`src/design/sts_pkg.sv`:
```
// package: constants, types and helpers shared by the sphere trace shader
package sts_pkg;

   localparam int MaxStepsDefault = 64;
   localparam int FracBitsDefault = 16;

   localparam int CsrIdxW  = 3;
   localparam int CsrDataW = 64;

   typedef enum logic [CsrIdxW-1:0] {
      REG_OFFSET_X  = 3'd0,
      REG_OFFSET_Y  = 3'd1,
      REG_OFFSET_Z  = 3'd2,
      REG_RADIUS    = 3'd3,
      REG_LIMIT     = 3'd4,
      REG_EPSILON   = 3'd5,
      REG_MATERIAL  = 3'd6,
      REG_SKY       = 3'd7
   } reg_index_type;

   localparam logic [31:0] OffsetXReset  = 32'sd0;
   localparam logic [31:0] OffsetYReset  = 32'sd0;
   localparam logic [31:0] OffsetZReset  = 32'd327680;
   localparam logic [30:0] RadiusReset   = 31'd65536;
   localparam logic [30:0] LimitReset    = 31'd6553600;
   localparam logic [15:0] EpsilonReset  = 16'd66;
   localparam logic [63:0] MaterialReset = 64'h103A9F4000000000;
   localparam logic [23:0] SkyReset      = 24'd0;
   localparam logic [3:0]  LightType     = 4'h1;

   // command from controller to datapath
   typedef struct packed {
      logic load;        // capture a new ray, clear t
      logic mul_start;   // start component products for current t
      logic sqrt_start;  // start root of the sum of squares
      logic step_update; // fold step into t
      logic finish;      // build result word
   } dp_cmd_type;

   // status from datapath to controller
   typedef struct packed {
      logic t_below_limit;
      logic mul_done;
      logic sqrt_done;
      logic step_small;
   } dp_status_type;

   // byte to fixed point, round to nearest of b/255
   function automatic logic [31:0] byte_to_fix(input logic [7:0] b, input int frac_bits);
      logic [47:0] num;
      logic [47:0] q;
      logic [47:0] rem;
      num = ({40'd0, b} << frac_bits) + 48'd127;
      // divide by 255: q = num/255 via num*(1/255) series, then correct
      q   = (num + (num >> 8) + (num >> 16) + (num >> 24) + (num >> 32)) >> 8;
      rem = num - q * 48'd255;
      if (rem >= 48'd255) begin
         q = q + 48'd1;
      end
      return q[31:0];
   endfunction

endpackage

```
`src/design/sts_ctrl.sv`:
```
// march controller: sequences steps, checks limits, hands off results
module sts_ctrl #(
   parameter int MaxSteps = sts_pkg::MaxStepsDefault
) (
   input  logic                   clock,
   input  logic                   reset,
   input  logic                   req_valid,
   output logic                   req_ready,
   output logic                   rsp_valid,
   input  logic                   rsp_ready,
   output sts_pkg::dp_cmd_type    cmd,
   input  sts_pkg::dp_status_type status,
   output logic                   small_flag
);
   localparam int CntW = $clog2(MaxSteps + 1);

   typedef enum logic [2:0] {
      S_IDLE, S_CHECK, S_MUL, S_SQRT, S_STEP, S_TEST, S_DONE, S_OUT
   } state_type;

   state_type      state_ff;
   logic [CntW-1:0] steps_ff;
   logic           small_ff;
   logic           rsp_valid_ff;

   always_comb begin
      cmd = '0;
      cmd.load        = (state_ff == S_IDLE) && req_valid;
      cmd.mul_start   = (state_ff == S_CHECK) && status.t_below_limit
                        && (steps_ff < CntW'(MaxSteps));
      cmd.sqrt_start  = (state_ff == S_MUL) && status.mul_done;
      cmd.step_update = (state_ff == S_STEP);
      cmd.finish      = (state_ff == S_DONE);
   end

   always_ff @(posedge clock) begin
      if (reset) begin
         state_ff     <= S_IDLE;
         steps_ff     <= '0;
         small_ff     <= 1'b0;
         rsp_valid_ff <= 1'b0;
      end else begin
         unique case (state_ff)
            S_IDLE: if (req_valid) begin
               steps_ff <= '0;
               small_ff <= 1'b0;
               state_ff <= S_CHECK;
            end
            S_CHECK: state_ff <= cmd.mul_start ? S_MUL : S_DONE;
            S_MUL:   if (status.mul_done) state_ff <= S_SQRT;
            S_SQRT:  if (status.sqrt_done) state_ff <= S_STEP;
            S_STEP: begin
               steps_ff <= steps_ff + CntW'(1);
               state_ff <= S_TEST;
            end
            S_TEST: begin
               if (status.step_small) begin
                  small_ff <= 1'b1;
                  state_ff <= S_DONE;
               end else begin
                  state_ff <= S_CHECK;
               end
            end
            S_DONE: begin
               rsp_valid_ff <= 1'b1;
               state_ff     <= S_OUT;
            end
            S_OUT: if (rsp_ready) begin
               rsp_valid_ff <= 1'b0;
               state_ff     <= S_IDLE;
            end
            default: state_ff <= S_IDLE;
         endcase
      end
   end

   assign req_ready  = (state_ff == S_IDLE);
   assign rsp_valid  = rsp_valid_ff;
   assign small_flag = small_ff;
endmodule

```
`config.mk`:
```
export PLATFORM = sky130hd
export DESIGN_NAME = sts_ctrl
export DESIGN_NICKNAME = d
export VERILOG_FILES = /design/src/design/sts_pkg.sv /design/src/design/sts_ctrl.sv
export SDC_FILE = /design/constraint.sdc
export NUM_CORES = 1
export LEC_CHECK = 0
export BUFFER_PORTS_ARGS = -buffer_cell sky130_fd_sc_hd__buf_4
export CORE_MARGIN = 2
export CORE_UTILIZATION = 25
export CTS_CLUSTER_DIAMETER = 100
export DETAILED_ROUTE_END_ITERATION = 8
export MAX_ROUTING_LAYER = met4
export SLEW_MARGIN = 0
export SYNTH_ARGS = -nofsm -noshare
export SYNTH_HDL_FRONTEND = slang
export SYNTH_SLANG_ARGS = --single-unit
```
`constraint.sdc`:
```
create_clock -name clock -period 1.7 [get_ports clock]
set_input_delay 0.51 -clock clock [delete_from_list [all_inputs] [get_ports clock]]
set_output_delay 0.51 -clock clock [all_outputs]
set_load 0.01 [all_outputs]
```
; Word-level counts from Yosys, hierarchy flattened
; Index checks and enable logic that the tools add are counted.
; Widths: inputs -> output; s select.
[word_totals]
regBits = 12
in_bits = 8
out_inout_bits = 8
wordCells = 44
[op_classes]
add_sub_neg = 1
magnitude_cmp = 1
eq_ne = 12
n_mux = 14
n_reduce_logical = 12
[op_table]
columns = operator, n
row1 = $pmux 3 s8, 1
row2 = $mux 3, 6
row3 = $pmux 7 s2, 1
row4 = $eq 3x3->1 const B, 4
row5 = $ne 2x2->1 const B, 5
row6 = $add 7x1->7 const B, 1
row7 = $lt 7x7->1 const B, 1
row8 = $mux 7, 1
row9 = $eq 3x2->1 const B, 2
row10 = $reduce_bool 2->1, 3
row11 = $logic_and 1x1->1, 4
row12 = $pmux 1 s2, 2
row13 = $reduce_and 2->1, 2
row14 = $reduce_and 4->1, 1
row15 = $eq 3x1->1 const B, 1
row16 = $logic_not 3->1, 1
row17 = $mux 1, 3
row18 = $reduce_and 3->1, 1

; Longest topological paths before layout
; Gate-level depths: netlist (run 1).
[logic_depth]
depth_word = 5
mapped_depth = 5
mapped_depth_nobuf = 5

; Least setup slack after synthesis (run 1)
; No wires, ideal clock.
[synth_path]
path_kind = input to output
start = input req_valid
end = output cmd[4] (netlist bit)
arrival_time_ps = 1114
required_ps = 1190
path_slack_ps = 76
cell_stages = 2
path_buffers = 0
path_cell_list = or4b_1 -> inv_2
[synth_rtl]
columns = element, line_no
row1 = start: declaration, sts_ctrl.sv:7  ; input logic req_valid,
row2 = end: declaration, sts_ctrl.sv:11  ; output sts_pkg::dp_cmd_type cmd,

==> out/qor.csv, run 1 <==
metric,value,unit
Detailed Routing Iterations Pass 1,3,
setup TNS after final layout,-0.214,ns
critical path capture point,cmd[4],
TritonCTS Sinks,12,
Starting DRT DRC Count,4,
RSZ-0062 raised after global routing,true,
transition at the pin with the smallest max-transition slack,0.299,ns
proportion of layout cells with a drive suffix above 1,44.4,%
headroom to the max-slew limit,80.0,%
clock skew after layout,0.00172,ns
number of antenna violations at the first check in global routing,0,
Critical Path Max Stage Delay,0.52,ns
H-tree depth,1,
unique cell type count in the Yosys netlist,33,
failing checks,setup timing,
number of cells produced by synthesis,81,
synthesis warning total,0,
clock latency reported for the late side of the worst-skew pair,0.27,ns
worst vdd ir,0.520,mV
Critical Path Start,state_ff[2],
kind of start point of the critical path,flop,
WL final,1580,um
Die ar.,3030,sq um
routed wire length on met3,66,um
ratio of final minimum period to clock period,108,%
slowest cell on the critical path,or4b_4,
power per unit of standard cell area,836,nW/um^2
GP Congestion,0.773,
crit-path cells,or4b_4 -> inv_2 -> buf_6,
overall via count from detail_route,678,
mean post-synth cell area,8.03,sq um
CTS root buffer,clkbuf_4,
largest net degree at the start of global routing,13,
total I/O pin count,16,
CTS buffer count,3,
worst reg2reg path startpoint,state_ff[2],
first-pass GRT wire length,2720,um
via/cell ratio,4.91,
combined area of all synthesized cells,651,sq um
design area,980,sq um
"CTS clk-pin slew, worst paths",0.07,ns
Detail Route met2 WL,762,um
core region area,2480,sq um
Chip Width,55.0,um
DRT antenna net count,0,
number of standard-cell rows in the floorplan,18,
area delta synth->final,50.6,%
gr usage total,13.2,%
average wire per cell in the routed design,11.4,um
fillcell total,266,
max-slew violation count,0,
antenna cell count,0,
run status,"finished, violations left",
Post-Route M1 WL,719,um
count of nets after finishing,119,
category of the most critical setup path,reg2out,
path class of the lowest-slack min-delay path,reg2reg,
DP HPWL,1070,um
post-synth net total,90,
Starting Density,26.3,%
fin worst setup slack,-0.134,ns
Worst Path Arrival,1.32,ns
Die Span Y,55.0,um
standard cell area after detailed placement,822,sq um
endpoints failing hold,0,
Max Clk Rate,0.545,GHz
number of DRC violations after detailed routing,0,
most frequent standard cell in the layout excluding fill and tap cells,buf_4,
CTS hold repair buffers,0,
end of the worst register-to-register path,steps_ff[5],
post-layout min period,1.83,ns
"commonest non-fill, non-tap cells in the layout","22 x buf_4, 9 x dfxtp_1, 7 x nor2_1, 7 x a21oi_1, 6 x buf_6",
highest fanout seen on the critical path,4,
sequential share of the synthesized area,36.9,%
number of failing setup endpoints in the final timing report,4,
grt ovf,0,
required time of the critical path,1.19,ns
number of global-route vias before repair,679,
Reg2Reg Setup Slack,0.08,ns
TritonCTS clock tree,yes,
max layer used,met4,
quantity of I/O buffers inserted on ports,15,
number of cells traversed by the worst register-to-register path,7,
leakage component of the power,0.000428,uW
"FF+latch count, synth",12,
Max Root-Sink Buffers,2,
capturing element type of the critical path,output pin,
number of maximum-capacitance violations,0,
cells by family after synthesis:
group / share of synthesized area (%)
multiplexers: 5.38
adder cells (fa/ha/maj): 1.92
AO/OA/AOI/OAI: 18.3
buffers and inverters: 5.58
flip-flops: 36.9
AND/OR/NAND/NOR: 31.9
worst min-delay path by stage:
stage                            from          end  slack (ns)  depth (start not counted)
after CTS                 steps_ff[6]  steps_ff[6]        0.49                          2
after global routing            reset  steps_ff[5]        0.50                          2
final                       rsp_valid    rsp_valid        0.50                          2
after detailed placement  steps_ff[6]  steps_ff[6]        0.48                          2
after global placement    steps_ff[6]  steps_ff[6]        0.47                          2
after floorplan           steps_ff[6]  steps_ff[6]        0.45                          2
metal layers:
layer | track usage, % | up-vias
met1 | 14.2 | 314
met5 | - | -
met2 | 21.2 | 15
met3 | 3.49 | 4
li1 | - | 345
met4 | 8.94 | 0
repair_timing:
| action | in CTS | in global routing |
|---|---|---|
| buffers inserted | 9 | 1 |
| gates resized for setup | 12 | 11 |
| gates cloned | 0 | 0 |
| pin swaps | 6 | 5 |
| setup endpoints to repair | 6 | 9 |
| endpoints found under the hold margin | 0 | 0 |
sequential cells by signal, indices dropped and copies added, names as in the netlist:
register    count
rsp_valid       1
state_ff        3
small_flag      1
steps_ff        7
where the power goes:
| part | internal [uW] | switching (uW) |
|---|---|---|
| clock | 81.9 | 91.7 |
| combinational | 169 | 159 |
| sequential | 300 | 17.0 |
| total | 551 | 268 |
per-stage QoR:
stage / cells / util (%) / hold WS [ns] / power (uW) / setup WS (ns)
6_report: 138 / 39.5 / 0.502 / 819 / -0.134
5_1_grt: 138 / 39.5 / 0.504 / 879 / -0.186
4_1_cts: 139 / 38.3 / 0.493 / 815 / -0.142
3_5_place_dp: 127 / 33.2 / 0.482 / 559 / -0.0784
3_3_place_gp: 127 / 33.2 / 0.473 / 558 / -0.0609
2_1_floorplan: 81 / - / 0.452 / 460 / 0.0758
worst max-delay path: cells and delay by family (launching register included):
family / cells / cell delay [ns]
flops: 1 / 0.36
simple gates: 1 / 0.52
buf+inv: 2 / 0.17
cell usage after synthesis:
library cell  instances  area, sq um
nor3b_1               1         7.51
nand3b_1              3         22.5
a21oi_1               7         35.0
nand2b_1              2         12.5
or3b_4                1         11.3
nand4_1               1         6.26
a32oi_1               1         8.76
clkinv_4              1         8.76
a31oi_1               1         6.26
nand3_1               2         10.0
mux2i_1               2         20.0
nand4_2               1         12.5
o21ai_0               1         5.00
clkbuf_1              3         11.3
or4b_1                1         10.0
or2_1                 1         6.26
mux2_4                1         15.0
a211oi_1              2         15.0
buf_2                 1         5.00
or2_0                 1         6.26
a41oi_1               1         8.76
dfxtp_1              12          240
ha_1                  1         12.5
and3_1                3         18.8
inv_1                 2         7.51
nor2_2                1         6.26
nor3_1                2         10.0
o21ai_1               3         15.0
inv_2                 1         3.75
nand2_1               7         26.3
nor2_1               11         41.3
a22oi_1               1         7.51
a311oi_1              2         17.5
cell type report:
| class | count | area [sq um] | share of cell area [%] |
|---|---|---|---|
| Inverter | 4 | 20.0 | 2.04 |
| Clock buffer | 3 | 22.5 | 2.30 |
| Timing Repair Buffer | 28 | 233 | 23.8 |
| Multi-Input combinational cell | 61 | 418 | 42.7 |
| Sequential cell | 12 | 249 | 25.4 |
| Tap cell | 30 | 37.5 | 3.83 |
(Power assumes the default switching activity.)
==> run 2: changes to the inputs <==
--- a/config.mk
+++ b/config.mk
@@ -5,6 +5,7 @@
 export SDC_FILE = /design/constraint.sdc
 export NUM_CORES = 1
 export LEC_CHECK = 0
+export ABC_AREA = 1
 export BUFFER_PORTS_ARGS = -buffer_cell sky130_fd_sc_hd__buf_4
 export CORE_MARGIN = 2
 export CORE_UTILIZATION = 25
==> out/qor.csv, run 2 <==
metric,value,unit,change
run status,finished clean,,"was finished, violations left"
CTS hold repair buffers,0,,unchanged
most frequent standard cell in the layout excluding fill and tap cells,buf_4,,unchanged
proportion of layout cells with a drive suffix above 1,30.6,%,was 44.4%
fraction of post-synthesis cell area in the top cell type by area,33.3,%,was 36.9%
Max Clk Rate,0.600,GHz,was 0.545 GHz
total I/O pin count,16,,unchanged
post-synth net total,112,,was 90
commonest cells in the netlist,"15 x inv_1, 14 x nand2_1, 12 x dfxtp_1",,"was 12 x dfxtp_1, 11 x nor2_1, 7 x a21oi_1, 7 x nand2_1"
number of antenna violations at the first check in global routing,0,,unchanged
largest net degree at the start of global routing,12,,was 13
number of standard-cell rows in the floorplan,19,,was 18
TritonCTS clock tree,yes,,unchanged
DP HPWL,1210,um,was 1070 um
max-slew violation count,0,,unchanged
async set-or-reset flop fraction in the synthesized netlist,0,%,unchanged
capturing element type of the critical path,output pin,,unchanged
worst vdd ir,0.525,mV,was 0.520 mV
grt ovf,0,,unchanged
GR Layer Usage met2,16.4,%,was 21.2%
DRT antenna net count,0,,unchanged
Starting Density,26.2,%,was 26.3%
overall via count from detail_route,724,,was 678
RSZ-0062 raised after global routing,true,,unchanged
synthesis warning total,0,,unchanged
count of nets after finishing,131,,was 119
most area-hungry cell type in the Yosys netlist,dfxtp_1,,unchanged
WL final,1600,um,was 1580 um
biggest regs,"steps_ff: 7 flops, state_ff: 3 flops",,unchanged
average wire per cell in the routed design,10.5,um,was 11.4 um
gr usage total,11.5,%,was 13.2%
quantity of I/O buffers inserted on ports,15,,unchanged
required time of the critical path,1.19,ns,about the same
GP Congestion,0.885,,was 0.773
layer carrying the most global-route usage,met2,,unchanged
"commonest non-fill, non-tap cells in the layout","16 x buf_4, 15 x inv_1, 14 x nand2_1, 10 x nor2_1",,"was 22 x buf_4, 9 x dfxtp_1, 7 x nor2_1, 7 x a21oi_1, 6 x buf_6"
clock skew after layout,0.00671,ns,was 0.00172 ns
Die ar.,3330,sq um,was 3030 sq um
power per unit of standard cell area,1190,nW/um^2,was 836 nW/um^2
"FF+latch count, synth",12,,unchanged
Detailed Routing Iterations Pass 1,6,,was 3
CTS root buffer,clkbuf_4,,unchanged
headroom to the max-slew limit,85.8,%,was 80.0%
most numerous cell in the Yosys netlist,inv_1,,was dfxtp_1
Worst Path Arrival,1.16,ns,was 1.32 ns
core region area,2760,sq um,was 2480 sq um
TritonCTS Sinks,12,,unchanged
number of failing setup endpoints in the final timing report,0,,was 4
category of the most critical setup path,reg2out,,unchanged
setup TNS after final layout,0,ns,was -0.214 ns
path class of the lowest-slack min-delay path,in2reg,,was reg2reg
transition at the pin with the smallest max-transition slack,0.213,ns,was 0.299 ns
number of synthesized flops with an enable pin,0,,unchanged
global-route track usage on met1,16.4,%,was 14.2%
CTS buffer count,3,,unchanged
unique cell type count in the Yosys netlist,26,,was 33
endpoints failing hold,0,,unchanged
Starting DRT DRC Count,28,,was 4
"flip-flop count of the largest register, all copies and words added",7,,unchanged
sequential share of the synthesized area,33.3,%,was 36.9%
H-tree depth,1,,unchanged
first-pass GRT wire length,2950,um,was 2720 um
number of cells produced by synthesis,103,,was 81
Biggest register,steps_ff,,unchanged
highest fanout seen on the critical path,8,,was 4
area of the multi-input gates,403,sq um,was 418 sq um
leakage component of the power,0.000417,uW,was 0.000428 uW
standard cell area after detailed placement,867,sq um,was 822 sq um
design area,938,sq um,was 980 sq um
clock latency reported for the late side of the worst-skew pair,0.27,ns,about the same
prevailing post-synth register cell,dfxtp_1,,unchanged
kind of start point of the critical path,flop,,unchanged
ratio of final minimum period to clock period,98.0,%,was 108%
met3 usage,1.34,%,was 3.49%
number of DRC violations after detailed routing,0,,unchanged
mean post-synth cell area,7.01,sq um,was 8.03 sq um
post-layout min period,1.67,ns,was 1.83 ns
cells taking the most area after synthesis,"dfxtp_1 33%, inv_1 7.8%, nand2_1 7.3%, a21oi_1 6.2%, nand4_1 5.2%",,"was dfxtp_1 37%, nor2_1 6.3%, a21oi_1 5.4%, nand2_1 4.0%, nand3b_1 3.5%"
"CTS clk-pin slew, worst paths",0.08,ns,was 0.07 ns
antenna cell count,0,,unchanged
combined area of all synthesized cells,722,sq um,was 651 sq um
Max Root-Sink Buffers,2,,unchanged
number of global-route vias before repair,697,,was 679
number of maximum-capacitance violations,0,,unchanged
Die Span Y,57.7,um,was 55.0 um
Chip Width,57.7,um,was 55.0 um
fillcell total,296,,was 266
area delta synth->final,30.0,%,was 50.6%
area used by sequential logic in the layout,251,sq um,was 249 sq um
via/cell ratio,4.76,,was 4.91
-- run 2: changes by cell type in the layout (fill, tap and decap cells not counted), moves of 3 or more --
cell	previous run	this run
and3_1	3	0
nand2_1	5	14
buf_6	6	1
nand4_1	1	6
nand3b_1	3	0
buf_4	22	16
o21ai_0	1	7
inv_1	2	15
nand3_1	2	7
nor2_1	7	10
-- run 2: logic make-up (layout without fill, tap and decap cells) --
kind of cell	after synthesis	after routing	synth area share, %
and+or+nand+nor	47	47	36.2
AOI/OAI and AO/OA	22	22	17.2
adders and majority gates	1	1	1.73
buffers and inverters	21	39	11.6
DFF	12	12	33.3
-- run 2: final timing paths --
kind | depth (start not counted) | start | to | slack [ns]
worst max-delay path | 4 | state_ff[1] | cmd[4] | 0.03
worst min-delay path | 2 | reset | state_ff[1] | 0.45
worst max register to register | 7 | state_ff[1] | steps_ff[6] | 0.43
worst min register to register | 2 | small_flag | small_flag | 0.46
-- run 2: worst max-delay path: stages (launching register included) --
cell	delay [ns]
dfxtp_4	0.38
nor2_4	0.15
inv_4	0.07
nor3_4	0.15
buf_6	0.13
-- run 2: repair_timing --
| action | in CTS | in global routing |
|---|---|---|
| gates resized for setup | 4 | 7 |
| pin swaps | 1 | 0 |
| buffers inserted | 1 | 0 |
| setup endpoints to repair | 6 | 4 |
-- run 2: routing by layer --
layer | vias up | wire length (um)
met5 | - | 0
met4 | 0 | 9
met3 | 2 | 90
met2 | 16 | 692
met1 | 326 | 810
li1 | 380 | -
-- run 2: layout make-up --
class / count / area share, %
flip-flops and latches: 12 / 26.8
clock buffers: 4 / 3.87
inverters: 18 / 8.27
repair buffers: 17 / 14.0
multi-input cells: 70 / 42.9
well taps: 31 / 4.13
-- run 2: where the power goes --
group          switching (uW)  total [uW]  internal [uW]  leakage (uW)
clock network            94.8         225            130     0.0000210
registers                80.5         407            327     0.0000992
logic                     281         487            206      0.000297
total                     457        1120            663      0.000417
-- run 2: through the flow --
step                      setup WS (ns)  cells  utilization (%)  hold WS [ns]  power, uW
final                            0.0338    152             34.0         0.451       1120
after global routing            -0.0138    152             34.0         0.464       1210
after CTS                        0.0267    152             33.3         0.454       1090
after detailed placement          0.191    147             31.4         0.453        844
after global placement            0.190    147             31.4         0.458        840
after floorplan                   0.288    103                -         0.466        705
==> run 3: changes to the inputs <==
==> constraint.sdc (replaced) <==
create_clock -name clock -period 2.15 [get_ports clock]
set_input_delay 0.645 -clock clock [delete_from_list [all_inputs] [get_ports clock]]
set_output_delay 0.645 -clock clock [all_outputs]
set_load 0.01 [all_outputs]
==> out/qor.csv, run 3 (same netlist as run 2, synthesis figures left out) <==
metric,value,unit,change
run status,finished clean,,unchanged
RSZ-0062 raised after global routing,false,,was true
overall via count from detail_route,717,,was 724
required time of the critical path,1.50,ns,was 1.19 ns
CP Buf/Inv Count,2,,unchanged
capturing element type of the critical path,output pin,,unchanged
part of the power in combinational logic,44.9,%,was 43.5%
Detailed Routing Iterations Pass 1,4,,was 6
transition at the pin with the smallest max-transition slack,0.374,ns,was 0.213 ns
fillcell total,316,,was 296
first-pass GRT wire length,2820,um,was 2950 um
part of the total power dissipated in the clock network,17.7,%,was 20.1%
grt ovf,0,,unchanged
clock skew after layout,0.00212,ns,was 0.00671 ns
post-CTS setup buffer count,0,,was 1
number of maximum-capacitance violations,0,,unchanged
Max Root-Sink Buffers,2,,unchanged
Worst Hold Slack,0.462,ns,was 0.451 ns
Die Span Y,57.7,um,unchanged
gr usage total,11.4,%,was 11.5%
path class of the lowest-slack min-delay path,reg2reg,,was in2reg
Switching Share,43.4,%,was 40.8%
most frequent standard cell in the layout excluding fill and tap cells,buf_4,,unchanged
"commonest non-fill, non-tap cells in the layout","16 x buf_4, 15 x inv_1, 14 x nand2_1, 12 x dfxtp_1, 10 x nor2_1",,"was 16 x buf_4, 15 x inv_1, 14 x nand2_1, 10 x nor2_1"
via/cell ratio,4.78,,was 4.76
Total Power,811,uW,was 1120 uW
Critical Path Max Stage Delay,0.55,ns,was 0.38 ns
core region area,2760,sq um,unchanged
largest net degree at the start of global routing,12,,unchanged
power share of the sequential group,37.5,%,was 36.4%
proportion of layout cells with a drive suffix above 1,26.9,%,was 30.6%
ratio of final minimum period to clock period,90.4,%,
"flip-flop count of the largest register, all copies and words added",7,,unchanged
WL final,1610,um,was 1600 um
count of nets after finishing,130,,was 131
Max Clk Rate,0.515,GHz,
area delta synth->final,23.2,%,was 30.0%
kind of start point of the critical path,flop,,unchanged
average wire per cell in the routed design,10.7,um,was 10.5 um
number of standard-cell rows in the floorplan,19,,unchanged
number of cells upsized or downsized after cts,0,,was 4
"CTS clk-pin slew, worst paths",0.08,ns,about the same
highest fanout seen on the critical path,11,,was 8
TritonCTS clock tree,yes,,unchanged
category of cells accounting for the largest share of critical-path delay,flip-flops,,unchanged
headroom to the max-slew limit,75.0,%,was 85.8%
number of DRC violations after detailed routing,0,,unchanged
Chip Width,57.7,um,unchanged
Worst Path Arrival,1.30,ns,was 1.16 ns
Starting Density,26.2,%,unchanged
Psw,352,uW,was 457 uW
endpoints failing hold,0,,unchanged
number of antenna violations at the first check in global routing,0,,unchanged
category of the most critical setup path,reg2out,,unchanged
quantity of I/O buffers inserted on ports,15,,unchanged
DRT antenna net count,0,,unchanged
Starting DRT DRC Count,36,,was 28
biggest regs,"steps_ff: 7 flops, state_ff: 3 flops",,unchanged
area of the multi-input gates,398,sq um,was 403 sq um
number of failing setup endpoints in the final timing report,0,,unchanged
leakage component of the power,0.000396,uW,was 0.000417 uW
power per unit of standard cell area,912,nW/um^2,was 1190 nW/um^2
clock latency reported for the late side of the worst-skew pair,0.28,ns,was 0.27 ns
worst vdd ir,0.417,mV,was 0.525 mV
H-tree depth,1,,unchanged
area used by sequential logic in the layout,240,sq um,was 251 sq um
cell internal pwr,459,uW,was 663 uW
total I/O pin count,16,,unchanged
slowest cell on the critical path,dfxtp_1,,was dfxtp_4
CTS hold repair buffers,0,,unchanged
Die ar.,3330,sq um,unchanged
CTS buffer count,3,,unchanged
crit-path cells,nor2_2 -> inv_2 -> nor2_1 -> buf_4,,was nor2_4 -> inv_4 -> nor3_4 -> buf_6
DP HPWL,1250,um,was 1210 um
GP Congestion,0.867,,was 0.885
TritonCTS Sinks,12,,unchanged
antenna cell count,0,,unchanged
Biggest register,steps_ff,,unchanged
number of global-route vias before repair,661,,was 697
post-layout min period,1.94,ns,
setup TNS after final layout,0,ns,unchanged
CTS root buffer,clkbuf_4,,unchanged
max-slew violation count,0,,unchanged
[run 3: changes by cell type in the layout (fill, tap and decap cells not counted)]
cell | before | now
dfxtp_1 | 9 | 12
dfxtp_4 | 3 | 0
buf_6 | 1 | 0
clkbuf_8 | 1 | 0
inv_2 | 1 | 2
inv_8 | 1 | 0
nor2_2 | 1 | 2
nor2_4 | 2 | 1
[run 3: area by class of cell]
type / count / share of cell area [%]
Tap cell: 31 / 4.36
Clock buffer: 3 / 2.53
Sequential cell: 12 / 27.0
Inverter: 18 / 7.88
Timing Repair Buffer: 16 / 13.5
Multi-Input combinational cell: 70 / 44.7
[run 3: routing by layer]
metal | wire (um) | track usage [%]
met3 | 97 | 3.35
met2 | 768 | 16.7
met5 | 0 | -
met4 | 29 | 4.98
met1 | 716 | 14.5
[run 3: final timing paths]
path | start | slack (ns) | endpoint | cells past startpoint
max | state_ff[0] | 0.21 | req_ready | 4
min | small_flag | 0.46 | small_flag | 2
max reg2reg | state_ff[0] | 0.71 | steps_ff[2] | 7
min reg2reg | small_flag | 0.46 | small_flag | 2
[run 3: tightest hold or removal path, delay by kind of cell (launching register included)]
kind            cells  cell delay (ns)
flops               1             0.32
buf+inv             1             0.05
compound gates      1             0.06
[run 3: metrics by stage]
step	setup slack [ns]	area (sq um)	utilization, %	cells
CTS	0.198	890	32.3	150
detailed placement	0.389	867	31.4	147
finish	0.207	890	32.3	150
global placement	0.370	867	31.4	147
global route	0.0979	890	32.3	150
floorplan	0.513	722	-	103
[run 3: power groups by stage]
stage               Clock (uW)  Sequential, uW  Combinational (uW)
finish                     143             304                 364
global route               160             310                 405
CTS                        149             303                 367
detailed placement           0             307                 366
global placement             0             307                 360
floorplan                    0             273                 284
